==> src/rtl/core/skt_pkg.sv <==
package skt_pkg;

    localparam int unsigned TABLE_DEPTH_DEF = 64;
    localparam int unsigned KEY_W           = 16;
    localparam int unsigned MASK_W          = 16;
    localparam int unsigned ENTRY_COUNT_W   = 7;

    typedef enum logic [1:0] {
        REQ_CLEAR  = 2'd0,
        REQ_LISTEN = 2'd1,
        REQ_CHECK  = 2'd2,
        REQ_REPORT = 2'd3
    } t_req;

    typedef struct packed {
        logic [KEY_W-1:0]  key;
        logic [MASK_W-1:0] watch;
        logic [MASK_W-1:0] report;
    } t_entry;

    typedef enum logic [2:0] {
        ST_IDLE,
        ST_PROBE,
        ST_CMP,
        ST_LOOK,
        ST_CHK,
        ST_SHIFT,
        ST_INS,
        ST_DONE
    } t_state;

endpackage

==> src/rtl/core/skt_store.sv <==
module skt_store #(
    parameter int unsigned DEPTH = skt_pkg::TABLE_DEPTH_DEF,
    parameter int unsigned AW    = $clog2(DEPTH)
) (
    input  logic                i_clk,
    input  logic                i_we,
    input  logic [AW-1:0]       i_waddr,
    input  skt_pkg::t_entry     i_wdata,
    input  logic                i_re,
    input  logic [AW-1:0]       i_raddr,
    output skt_pkg::t_entry     o_rdata
);

    skt_pkg::t_entry r_mem [DEPTH];
    skt_pkg::t_entry r_rdata;

    always_ff @(posedge i_clk) begin
        if (i_we) begin
            r_mem[i_waddr] <= i_wdata;
        end
    end

    always_ff @(posedge i_clk) begin
        if (i_re) begin
            r_rdata <= r_mem[i_raddr];
        end
    end

    assign o_rdata = r_rdata;

endmodule

==> src/rtl/core/sorted_key_event_table.sv <==
// Sorted key/event table.
// Input channel (i_in_valid / o_in_ready) takes one request: clear, listen,
// check or report, with a key and an event mask. Output channel
// (o_out_valid / i_out_ready) returns exactly one result per request.
// Entries sit in one single-port-write, single-port-read RAM in key order.
// A request is worked on alone; o_in_ready is high only while idle.
// Steps per request, with n valid entries and insert place p: a clear
//   goes straight to the result; other requests run a binary search of
//   probe and compare steps, end the search, fetch and check the lower
//   bound, then hand off the result. A listen insert also shifts the
//   (n - p) entries from p upward by one, then writes the new entry.
// For 64 entries the worst case is an insert at the front of 63 entries,
// set by the shift loop (one entry moved per cycle through the RAM read and write ports).
// A finished result sits in an output register; the next request can be
// accepted while it waits, but that request cannot finish until the
// receiver takes the previous result.
// Reset empties the table (count to zero); RAM contents are not cleared,
// only entries below the count are ever read.
module sorted_key_event_table #(
    parameter int unsigned TABLE_DEPTH = skt_pkg::TABLE_DEPTH_DEF
) (
    input  logic                               i_clk,
    input  logic                               i_rst_n,
    input  logic                               i_in_valid,
    output logic                               o_in_ready,
    input  logic [1:0]                         i_req_type,
    input  logic [skt_pkg::KEY_W-1:0]          i_key,
    input  logic [skt_pkg::MASK_W-1:0]         i_event_mask,
    output logic                               o_out_valid,
    input  logic                               i_out_ready,
    output logic [skt_pkg::MASK_W-1:0]         o_events_hit,
    output logic                               o_found,
    output logic                               o_table_full,
    output logic [skt_pkg::ENTRY_COUNT_W-1:0]  o_entry_count
);

    localparam int unsigned AW = $clog2(TABLE_DEPTH);
    localparam int unsigned CW = $clog2(TABLE_DEPTH + 1);

    skt_pkg::t_state r_state, n_state;

    skt_pkg::t_req                 r_req, n_req;
    logic [skt_pkg::KEY_W-1:0]     r_key, n_key;
    logic [skt_pkg::MASK_W-1:0]    r_mask, n_mask;
    logic [CW-1:0]                 r_count, n_count;
    logic [CW-1:0]                 r_lo, n_lo;
    logic [CW-1:0]                 r_hi, n_hi;
    logic [AW-1:0]                 r_sh, n_sh;
    logic [skt_pkg::MASK_W-1:0]    r_hit, n_hit;
    logic                          r_found, n_found;
    logic                          r_full, n_full;

    logic                          r_out_valid, n_out_valid;
    logic [skt_pkg::MASK_W-1:0]    r_out_hit, n_out_hit;
    logic                          r_out_found, n_out_found;
    logic                          r_out_full, n_out_full;
    logic [CW-1:0]                 r_out_count, n_out_count;

    logic                          mem_we;
    logic [AW-1:0]                 mem_waddr;
    skt_pkg::t_entry               mem_wdata;
    logic                          mem_re;
    logic [AW-1:0]                 mem_raddr;
    skt_pkg::t_entry               mem_rdata;

    logic [CW-1:0]                 mid;
    logic [CW-1:0]                 cnt_m1;
    logic [AW-1:0]                 lo_idx;
    logic                          present;

    skt_store #(
        .DEPTH (TABLE_DEPTH),
        .AW    (AW)
    ) u_store (
        .i_clk   (i_clk),
        .i_we    (mem_we),
        .i_waddr (mem_waddr),
        .i_wdata (mem_wdata),
        .i_re    (mem_re),
        .i_raddr (mem_raddr),
        .o_rdata (mem_rdata)
    );

    assign mid     = CW'(r_lo + ((r_hi - r_lo) >> 1));
    assign cnt_m1  = CW'(r_count - CW'(1));
    assign lo_idx  = r_lo[AW-1:0];
    assign present = (r_lo < r_count) && (mem_rdata.key == r_key);

    always_comb begin
        n_state     = r_state;
        n_req       = r_req;
        n_key       = r_key;
        n_mask      = r_mask;
        n_count     = r_count;
        n_lo        = r_lo;
        n_hi        = r_hi;
        n_sh        = r_sh;
        n_hit       = r_hit;
        n_found     = r_found;
        n_full      = r_full;
        n_out_valid = r_out_valid && !i_out_ready;
        n_out_hit   = r_out_hit;
        n_out_found = r_out_found;
        n_out_full  = r_out_full;
        n_out_count = r_out_count;
        o_in_ready  = 1'b0;
        mem_we      = 1'b0;
        mem_waddr   = lo_idx;
        mem_wdata   = mem_rdata;
        mem_re      = 1'b0;
        mem_raddr   = lo_idx;

        case (r_state)
            skt_pkg::ST_IDLE: begin
                o_in_ready = 1'b1;
                if (i_in_valid) begin
                    n_req   = skt_pkg::t_req'(i_req_type);
                    n_key   = i_key;
                    n_mask  = i_event_mask;
                    n_hit   = '0;
                    n_found = 1'b0;
                    n_full  = 1'b0;
                    n_lo    = '0;
                    n_hi    = r_count;
                    if (skt_pkg::t_req'(i_req_type) == skt_pkg::REQ_CLEAR) begin
                        n_count = '0;
                        n_state = skt_pkg::ST_DONE;
                    end else begin
                        n_state = skt_pkg::ST_PROBE;
                    end
                end
            end
            skt_pkg::ST_PROBE: begin
                if (r_lo < r_hi) begin
                    mem_re    = 1'b1;
                    mem_raddr = mid[AW-1:0];
                    n_state   = skt_pkg::ST_CMP;
                end else begin
                    n_state = skt_pkg::ST_LOOK;
                end
            end
            skt_pkg::ST_CMP: begin
                if (mem_rdata.key < r_key) begin
                    n_lo = CW'(mid + CW'(1));
                end else begin
                    n_hi = mid;
                end
                n_state = skt_pkg::ST_PROBE;
            end
            skt_pkg::ST_LOOK: begin
                // lower bound found; fetch it to see whether the key is there
                mem_re  = (r_lo < r_count);
                n_state = skt_pkg::ST_CHK;
            end
            skt_pkg::ST_CHK: begin
                n_found = present;
                n_state = skt_pkg::ST_DONE;
                case (r_req)
                    skt_pkg::REQ_LISTEN: begin
                        if (present) begin
                            mem_we          = 1'b1;
                            mem_wdata.watch = mem_rdata.watch | r_mask;
                        end else if (r_count == CW'(TABLE_DEPTH)) begin
                            n_full = 1'b1;
                        end else if (r_lo < r_count) begin
                            mem_re    = 1'b1;
                            mem_raddr = cnt_m1[AW-1:0];
                            n_sh      = cnt_m1[AW-1:0];
                            n_state   = skt_pkg::ST_SHIFT;
                        end else begin
                            n_state = skt_pkg::ST_INS;
                        end
                    end
                    skt_pkg::REQ_CHECK: begin
                        if (present) begin
                            n_hit = mem_rdata.report & r_mask;
                        end
                    end
                    skt_pkg::REQ_REPORT: begin
                        if (present) begin
                            mem_we           = 1'b1;
                            mem_wdata.report = r_mask;
                        end
                    end
                    default: begin
                    end
                endcase
            end
            skt_pkg::ST_SHIFT: begin
                // read data holds entry r_sh; move it up one and fetch the next lower
                mem_we    = 1'b1;
                mem_waddr = AW'(r_sh + AW'(1));
                mem_wdata = mem_rdata;
                if (r_sh == lo_idx) begin
                    n_state = skt_pkg::ST_INS;
                end else begin
                    mem_re    = 1'b1;
                    mem_raddr = AW'(r_sh - AW'(1));
                    n_sh      = AW'(r_sh - AW'(1));
                end
            end
            skt_pkg::ST_INS: begin
                mem_we           = 1'b1;
                mem_waddr        = lo_idx;
                mem_wdata.key    = r_key;
                mem_wdata.watch  = r_mask;
                mem_wdata.report = '0;
                n_count          = CW'(r_count + CW'(1));
                n_state          = skt_pkg::ST_DONE;
            end
            skt_pkg::ST_DONE: begin
                if (!r_out_valid || i_out_ready) begin
                    n_out_valid = 1'b1;
                    n_out_hit   = r_hit;
                    n_out_found = r_found;
                    n_out_full  = r_full;
                    n_out_count = r_count;
                    n_state     = skt_pkg::ST_IDLE;
                end
            end
            default: begin
                n_state = skt_pkg::ST_IDLE;
            end
        endcase
    end

    always_ff @(posedge i_clk) begin
        if (!i_rst_n) begin
            r_state     <= skt_pkg::ST_IDLE;
            r_count     <= '0;
            r_out_valid <= 1'b0;
        end else begin
            r_state     <= n_state;
            r_count     <= n_count;
            r_out_valid <= n_out_valid;
        end
    end

    always_ff @(posedge i_clk) begin
        r_req       <= n_req;
        r_key       <= n_key;
        r_mask      <= n_mask;
        r_lo        <= n_lo;
        r_hi        <= n_hi;
        r_sh        <= n_sh;
        r_hit       <= n_hit;
        r_found     <= n_found;
        r_full      <= n_full;
        r_out_hit   <= n_out_hit;
        r_out_found <= n_out_found;
        r_out_full  <= n_out_full;
        r_out_count <= n_out_count;
    end

    assign o_out_valid   = r_out_valid;
    assign o_events_hit  = r_out_hit;
    assign o_found       = r_out_found;
    assign o_table_full  = r_out_full;
    assign o_entry_count = skt_pkg::ENTRY_COUNT_W'(r_out_count);

endmodule

==> config.mk <==
export PLATFORM = sky130hd
export DESIGN_NAME = sorted_key_event_table
export DESIGN_NICKNAME = d
export VERILOG_FILES = /design/src/rtl/core/skt_pkg.sv /design/src/rtl/core/skt_store.sv /design/src/rtl/core/sorted_key_event_table.sv
export SDC_FILE = /design/constraint.sdc
export NUM_CORES = 2
export LEC_CHECK = 0
export BUFFER_PORTS_ARGS = -buffer_cell sky130_fd_sc_hd__buf_2
export CAP_MARGIN = 15
export CORE_MARGIN = 3
export CORE_UTILIZATION = 40
export DETAILED_ROUTE_END_ITERATION = 6
export PLACE_DENSITY_LB_ADDON = 0.1
export SLEW_MARGIN = 20
export SYNTH_ARGS = -nofsm -noshare
export SYNTH_HDL_FRONTEND = slang
export SYNTH_SLANG_ARGS = --single-unit
==> constraint.sdc <==
create_clock -name i_clk -period 18.3 [get_ports i_clk]
set_clock_uncertainty 0.15 [all_clocks]
set_input_delay 1.83 -clock i_clk [delete_from_list [all_inputs] [get_ports i_clk]]
set_output_delay 1.83 -clock i_clk [all_outputs]
set_load 0.1 [all_outputs]
# After elaboration in Yosys (flattened, before gate mapping)
# Memories as Yosys holds them, arrays and structs flattened. A register that Yosys moved wholly into a read port is not among the register bits.
# Cells that the tools add are included.
dict set report totals {
  reg_bits 108
  ramBits 3072
  word_cells 143
  memories 1
}
# name depth width rd rd_clocked_by_memory_dff wr line_no
set memory_table {}
lappend memory_table {u_store.r_mem 64 48 1 1 1 skt_store.sv:14} ;# skt_pkg::t_entry r_mem [DEPTH];
dict set report classes {
  n_reduce_logical 23
  magnitude_cmp 3
  add_sub_neg 7
  eq_ne 27
  bitwise_logic 2
  n_mux 64
}
# cell n
set op_table {}
lappend op_table {{2-to-1 mux 16 bit} 8}
lappend op_table {{2-to-1 mux 6 bit} 12}
lappend op_table {{one-hot mux 32 bit (2 select lines)} 1}
lappend op_table {{2-to-1 mux 7 bit} 6}
lappend op_table {{one-hot mux 7 bit (2 select lines)} 3}
lappend op_table {{one-hot mux 16 bit (2 select lines)} 1}
lappend op_table {{!= test 2 bit, second input constant} 12}
lappend op_table {{one-hot mux 3 bit (8 select lines)} 1}
lappend op_table {{2-to-1 mux 3 bit} 7}
lappend op_table {{2-to-1 mux 1 bit} 18}
lappend op_table {{one-hot mux 6 bit (3 select lines)} 1}
lappend op_table {{bitwise AND 16 bit} 1}
lappend op_table {{equality test 16 bit} 1}
lappend op_table {{less-than comparator 16 bit} 1}
lappend op_table {{bitwise OR 16 bit} 1}
lappend op_table {{adder 7 x 1 -> 7 bit, second input constant} 2}
lappend op_table {{less-than comparator 7 bit} 2}
lappend op_table {{equality test 3 bit, second input constant} 4}
lappend op_table {{one-hot mux 6 bit (2 select lines)} 1}
lappend op_table {{AND reduction 3 bit} 4}
lappend op_table {{subtractor 6 x 1 -> 6 bit, second input constant} 2}
lappend op_table {{nonzero test 2 bit} 4}
lappend op_table {{adder 7 x 6 -> 7 bit} 1}
lappend op_table {{equality test 7 bit, second input constant} 1}
lappend op_table {{21 further kinds} 31}

# Logic depth before layout (Yosys ltp)
dict set report depth {
  depth_word 7
  mapped_depth 20
  mapped_depth_nobuf 18
}

# Hierarchy
# Synthesis repeated with hierarchy kept, for this count alone.
dict set report unflattened {
  hier_cells 5813
  hier_area_um2 124583.2
}
# module area_each_um2 cells_each n_inst
set by_module_without_submodules {}
lappend by_module_without_submodules {skt_store 118348.5 5227 1}
lappend by_module_without_submodules {sorted_key_event_table 6234.7 586 1}

# Worst setup path before layout
# OpenSTA, ideal clock, no wires.
dict set report synth_timing {
  path_kind {register -> register}
  from {reg r_lo[1]}
  to {reg u_store.o_rdata[0] (netlist name)}
  arrival_time_ns 5.531
  path_buffers 0
  stages_incl_launch_ff 7
  setup_slack_ns 12.085
  required_time_ns 17.617
  path_cell_list {edfxtp_1 -> ha_1 -> a2111oi_2 -> o21ai_1 -> a21oi_1 -> mux2i_1 -> o311ai_0}
}
dict set report synth_via {
  elab_chain_cells 6
  elab_cells_between_ends 20
  cone_classes {add/sub: 2; order compare: 2; eq/ne: 1; mux: 14; reduce/logical: 1}
}
# item line_no
set synth_rtl {}
lappend synth_rtl {{from (decl)} sorted_key_event_table.sv:46} ;# logic [CW-1:0] r_lo, n_lo;
lappend synth_rtl {{from (signal assigned)} sorted_key_event_table.sv:243} ;# r_lo <= n_lo;
lappend synth_rtl {{less-than comparator 7 bit} {sorted_key_event_table.sv:87, sorted_key_event_table.sv:152, sorted_key_event_table.sv:165}}
lappend synth_rtl {{2-to-1 mux 1 bit} sorted_key_event_table.sv:165} ;# end else if (r_lo < r_count) begin
lappend synth_rtl {{2-to-1 mux 1 bit} sorted_key_event_table.sv:163} ;# end else if (r_count == CW'(TABLE_DEPTH)) begin
lappend synth_rtl {{2-to-1 mux 1 bit} sorted_key_event_table.sv:160} ;# if (present) begin
lappend synth_rtl {{2-to-1 mux 1 bit} sorted_key_event_table.sv:158} ;# case (r_req)
lappend synth_rtl {{one-hot mux 1 bit (4 select lines) *} sorted_key_event_table.sv:113} ;# case (r_state)
lappend synth_rtl {{net mem_re} sorted_key_event_table.sv:62} ;# logic mem_re;
# The timed path passes the listed nets; every way through them passes the cells marked *.
# A chain may end at the register's enable or synchronous reset.

# Worst setup path after layout
dict set report layout_timing {
  from {reg u_store.o_rdata[47] (netlist name)}
  to {reg u_store.o_rdata[35] (netlist name)}
}
dict set report layout_via {
  elab_chain_cells 5
  elab_cells_between_ends 8
  cone_classes {eq/ne: 1; mux: 6; reduce/logical: 1}
}
# item line_no
set layout_rtl {}
lappend layout_rtl {{equality test 16 bit *} sorted_key_event_table.sv:87} ;# assign present = (r_lo < r_count) && (mem_rdata.key == r_key);
lappend layout_rtl {{logical AND 1 bit *} sorted_key_event_table.sv:87}
lappend layout_rtl {{2-to-1 mux 1 bit or 2-to-1 mux 6 bit (tied branches)} sorted_key_event_table.sv:160}
lappend layout_rtl {{2-to-1 mux 1 bit or 2-to-1 mux 6 bit (tied branches)} sorted_key_event_table.sv:158}
lappend layout_rtl {{one-hot mux 1 bit (4 select lines) or one-hot mux 6 bit (3 select lines) (tied branches)} sorted_key_event_table.sv:113}
# Mark *: on every way between the ends. The rest lies on a longest branch, timed or not.

==> results.json <==
{
  "dieArea_mm2": 0.2233,
  "r2r-start": "u_store.o_rdata[47]",
  "end_kind": "flop",
  "avgSynthCellArea_um2": 14.44,
  "cts_tree": "done",
  "setup_viol": 0,
  "leakage_uw": 0.03310,
  "yosys.area.top_type": "edfxtp_1",
  "worstHoldStart": "r_hit[9]",
  "place_congestion": 0.9025,
  "max_slew_margin_pct": 14.65,
  "h-tree-depth": 4,
  "whs_endpoint": "o_events_hit[9]",
  "crit_type": "flop to flop",
  "drt-initial-drc-count": 6430,
  "hp-class": "flop to flop",
  "start_util_pct": 40.41,
  "hpwl_um": 149300,
  "required_ns": 18.85,
  "final_common_cell": "edfxtp_1",
  "ys_warn_count": 0,
  "syn_nets": 6109,
  "cts-root-buf": "clkbuf_16",
  "tightest_slew_ns": 1.267,
  "grt_pass1_vias": 49660,
  "ys_top_cells_by_area": "edfxtp_1 75%, nand2_1 5.9%, mux2i_1 4.8%",
  "fmax_mhz": 129.8,
  "wl_um": 272400,
  "ant_nets": 0,
  "die_w_um": 472.6,
  "final_area_mm2": 0.09874,
  "grt_pass1_wl_um": 384500,
  "final_nets": 6230,
  "clk_path_buf_depth": 3,
  "muxShareOfSynthArea_pct": 4.887,
  "synth-xor-area-share_pct": 0.3722,
  "port_buffers": 64,
  "p_per_area_mw_per_mm2": 195.3,
  "die_y_um": 472.6,
  "antenna_found_initial": 20,
  "synth_top_family_by_area": "simple AND/OR/NAND/NOR gates",
  "synthAdderAreaFrac_pct": 0.6208,
  "cp_max_fo": 128,
  "track_usage_pct": 24.03,
  "hold_path_depth": 0,
  "clk_pin_slew_ns": 0.06,
  "synth_seq_cells": 2188,
  "cts_resized": 0,
  "synth_edf_count": 2177,
  "post_cts_buffers": 0,
  "synthArstFlopShare_pct": 0,
  "io_pins": 65,
  "area_growth_pct": 13.40,
  "hold_violations": 0,
  "outcome": "complete, no violations",
  "worstReg2RegEnd": "u_store.o_rdata[35]",
  "grt_max_degree": 160,
  "drt-vias-per-instance": 5.735,
  "cts_buffers": 225,
  "syn_inst": 6029,
  "fp.coreArea_mm2": 0.2155,
  "worst_ep_arrival_time_ns": 8.25,
  "timing.final.crit_share_pct": 42.10,
  "routedWlPerCell_um": 29.69,
  "synth_top_area_share_pct": 75.08,
  "ys_seq_area_share_pct": 75.33,
  "vias": 52620,
  "clock_sinks": 2188,
  "crit_path_start_kind": "flop",
  "setup_tns_ns": 0,
  "peakVddDrop_uv": 166.8,
  "synth_area_mm2": 0.08707,
  "max_cap_viol_count": 0,
  "synth_simple_gate_area_share_pct": 10.63,
  "layout.cells.most_common_list": "2,177 x edfxtp_1, 1,360 x nand2_1, 454 x nand3_1",
  "drc": 0,
  "synth.distinct_cells": 78,
  "synth_ff_type": "edfxtp_1",
  "hold_buffers": 0,
  "rsz0062_at_grt": "false",
  "insertion_delay_ns": 0.86,
  "drt_pre_antenna_iters": 6,
  "slew_viol_final": 0,
  "min_period_ns": 7.704,
  "num_rows": 170,
  "drive_above_1_share_pct": 10.92,
  "grt_overflow": 0,
  "synth_compound_area_share_pct": 5.982,
  "ff2ff_setup_slack_ns": 10.60,
  "placed_area_mm2": 0.09174,
  "rr_worst_depth": 17
}
-- worst max path at each step --
| stage | from | slack, ns | depth (start not counted) | end |
|---|---|---|---|---|
| finish | u_store.o_rdata[47] | 10.60 | 17 | u_store.o_rdata[35] |
| global route | r_lo[1] | 10.29 | 17 | u_store.o_rdata[39] |
| CTS | u_store.o_rdata[47] | 10.63 | 17 | u_store.o_rdata[14] |
| detailed placement | u_store.o_rdata[47] | 10.65 | 17 | u_store.o_rdata[14] |
| global placement | u_store.o_rdata[47] | 10.68 | 17 | u_store.o_rdata[38] |
| floorplan | r_lo[1] | 12.09 | 6 | u_store.o_rdata[0] |
-- sequential cells by signal, summed over array words and instances, names as in the netlist, 16 cells and up --
register / cells
u_store.r_mem: 2048
r_key: 16
r_mask: 16
o_events_hit: 16
u_store.o_rdata: 32
r_hit: 16
-- power breakdown --
group / switching, µW / internal (µW) / leakage [µW]
Combinational: 6220 / 2030 / 0.0101
Sequential: 118 / 6500 / 0.0196
Clock: 1920 / 2490 / 0.00340
Total: 8260 / 11000 / 0.0331
-- per-layer routing --
metal	GRT usage (%)	share of wire, %	up-vias
met5	0	0.015	-
met4	6.613	2.6	6
met3	4.162	7.9	342
met2	35.07	43	2134
met1	36.89	46	27090
li1	-	-	23050
-- cell families (layout without fill, tap and decap cells) --
kind of cell / Yosys count / after routing
AOI/OAI and AO/OA: 774 / 774
xor gates and xnor gates: 37 / 37
adders and majority gates: 42 / 42
buffers and inverters: 401 / 702
DFF: 2188 / 2188
muxes: 424 / 424
other: 0 / 8
and+or+nand+nor: 2163 / 2163
-- cells in the mapped netlist, types with 40 or more instances --
cell / number
edfxtp_1: 2177
nand2_1: 1366
nand3_1: 454
mux2i_1: 415
a21oi_1: 236
clkbuf_1: 145
buf_2: 132
nor2_1: 113
o21ai_0: 109
a32oi_1: 94
nand4_1: 73
o22ai_1: 68
and3_1: 54
inv_1: 44
ha_1: 40
-- per-stage QoR --
| step | util (%) | hold slack [ns] | instances | worst slack (ns) | power, µW |
|---|---|---|---|---|---|
| 3_3_place_gp | 42.56 | 0.2536 | 8760 | 10.68 | 14890 |
| 6_report | 45.82 | 0.2683 | 9176 | 10.60 | 19280 |
| 4_1_cts | 45.81 | 0.2694 | 9168 | 10.63 | 19340 |
| 5_1_grt | 45.82 | 0.2842 | 9170 | 10.29 | 20040 |
| 3_5_place_dp | 42.58 | 0.2545 | 8761 | 10.65 | 14930 |
| 2_1_floorplan | - | 0.2503 | 6029 | 12.09 | 11190 |
-- layout make-up --
| class | instances | area, µm² |
|---|---|---|
| Tap cell | 2838 | 3551 |
| Antenna cell | 8 | 20.02 |
| Sequential cell | 2188 | 65590 |
| Multi-Input combinational cell | 3440 | 20610 |
| Timing Repair Buffer | 250 | 1824 |
| Clock inverter | 131 | 1061 |
| Clock buffer | 276 | 5907 |
| Fill cell | 18930 | 116700 |
| Inverter | 45 | 168.9 |
-- critical path, stage by stage, from the launching register on --
cell       delay, ns
edfxtp_1        0.51
ha_1            0.43
nand4_1         0.12
nor4_1          0.55
buf_4           0.25
nor2b_1         0.08
o2111ai_4       0.18
o221ai_2        0.23
o21ai_4         0.74
buf_12          0.67
buf_4           0.72
buf_12          0.63
buf_4           0.78
a21oi_1         0.16
a32oi_1         0.21
a22oi_1         0.19
and3_1          0.36
a41oi_1         0.25
No activity file was read; power rests on OpenSTA's default activity.
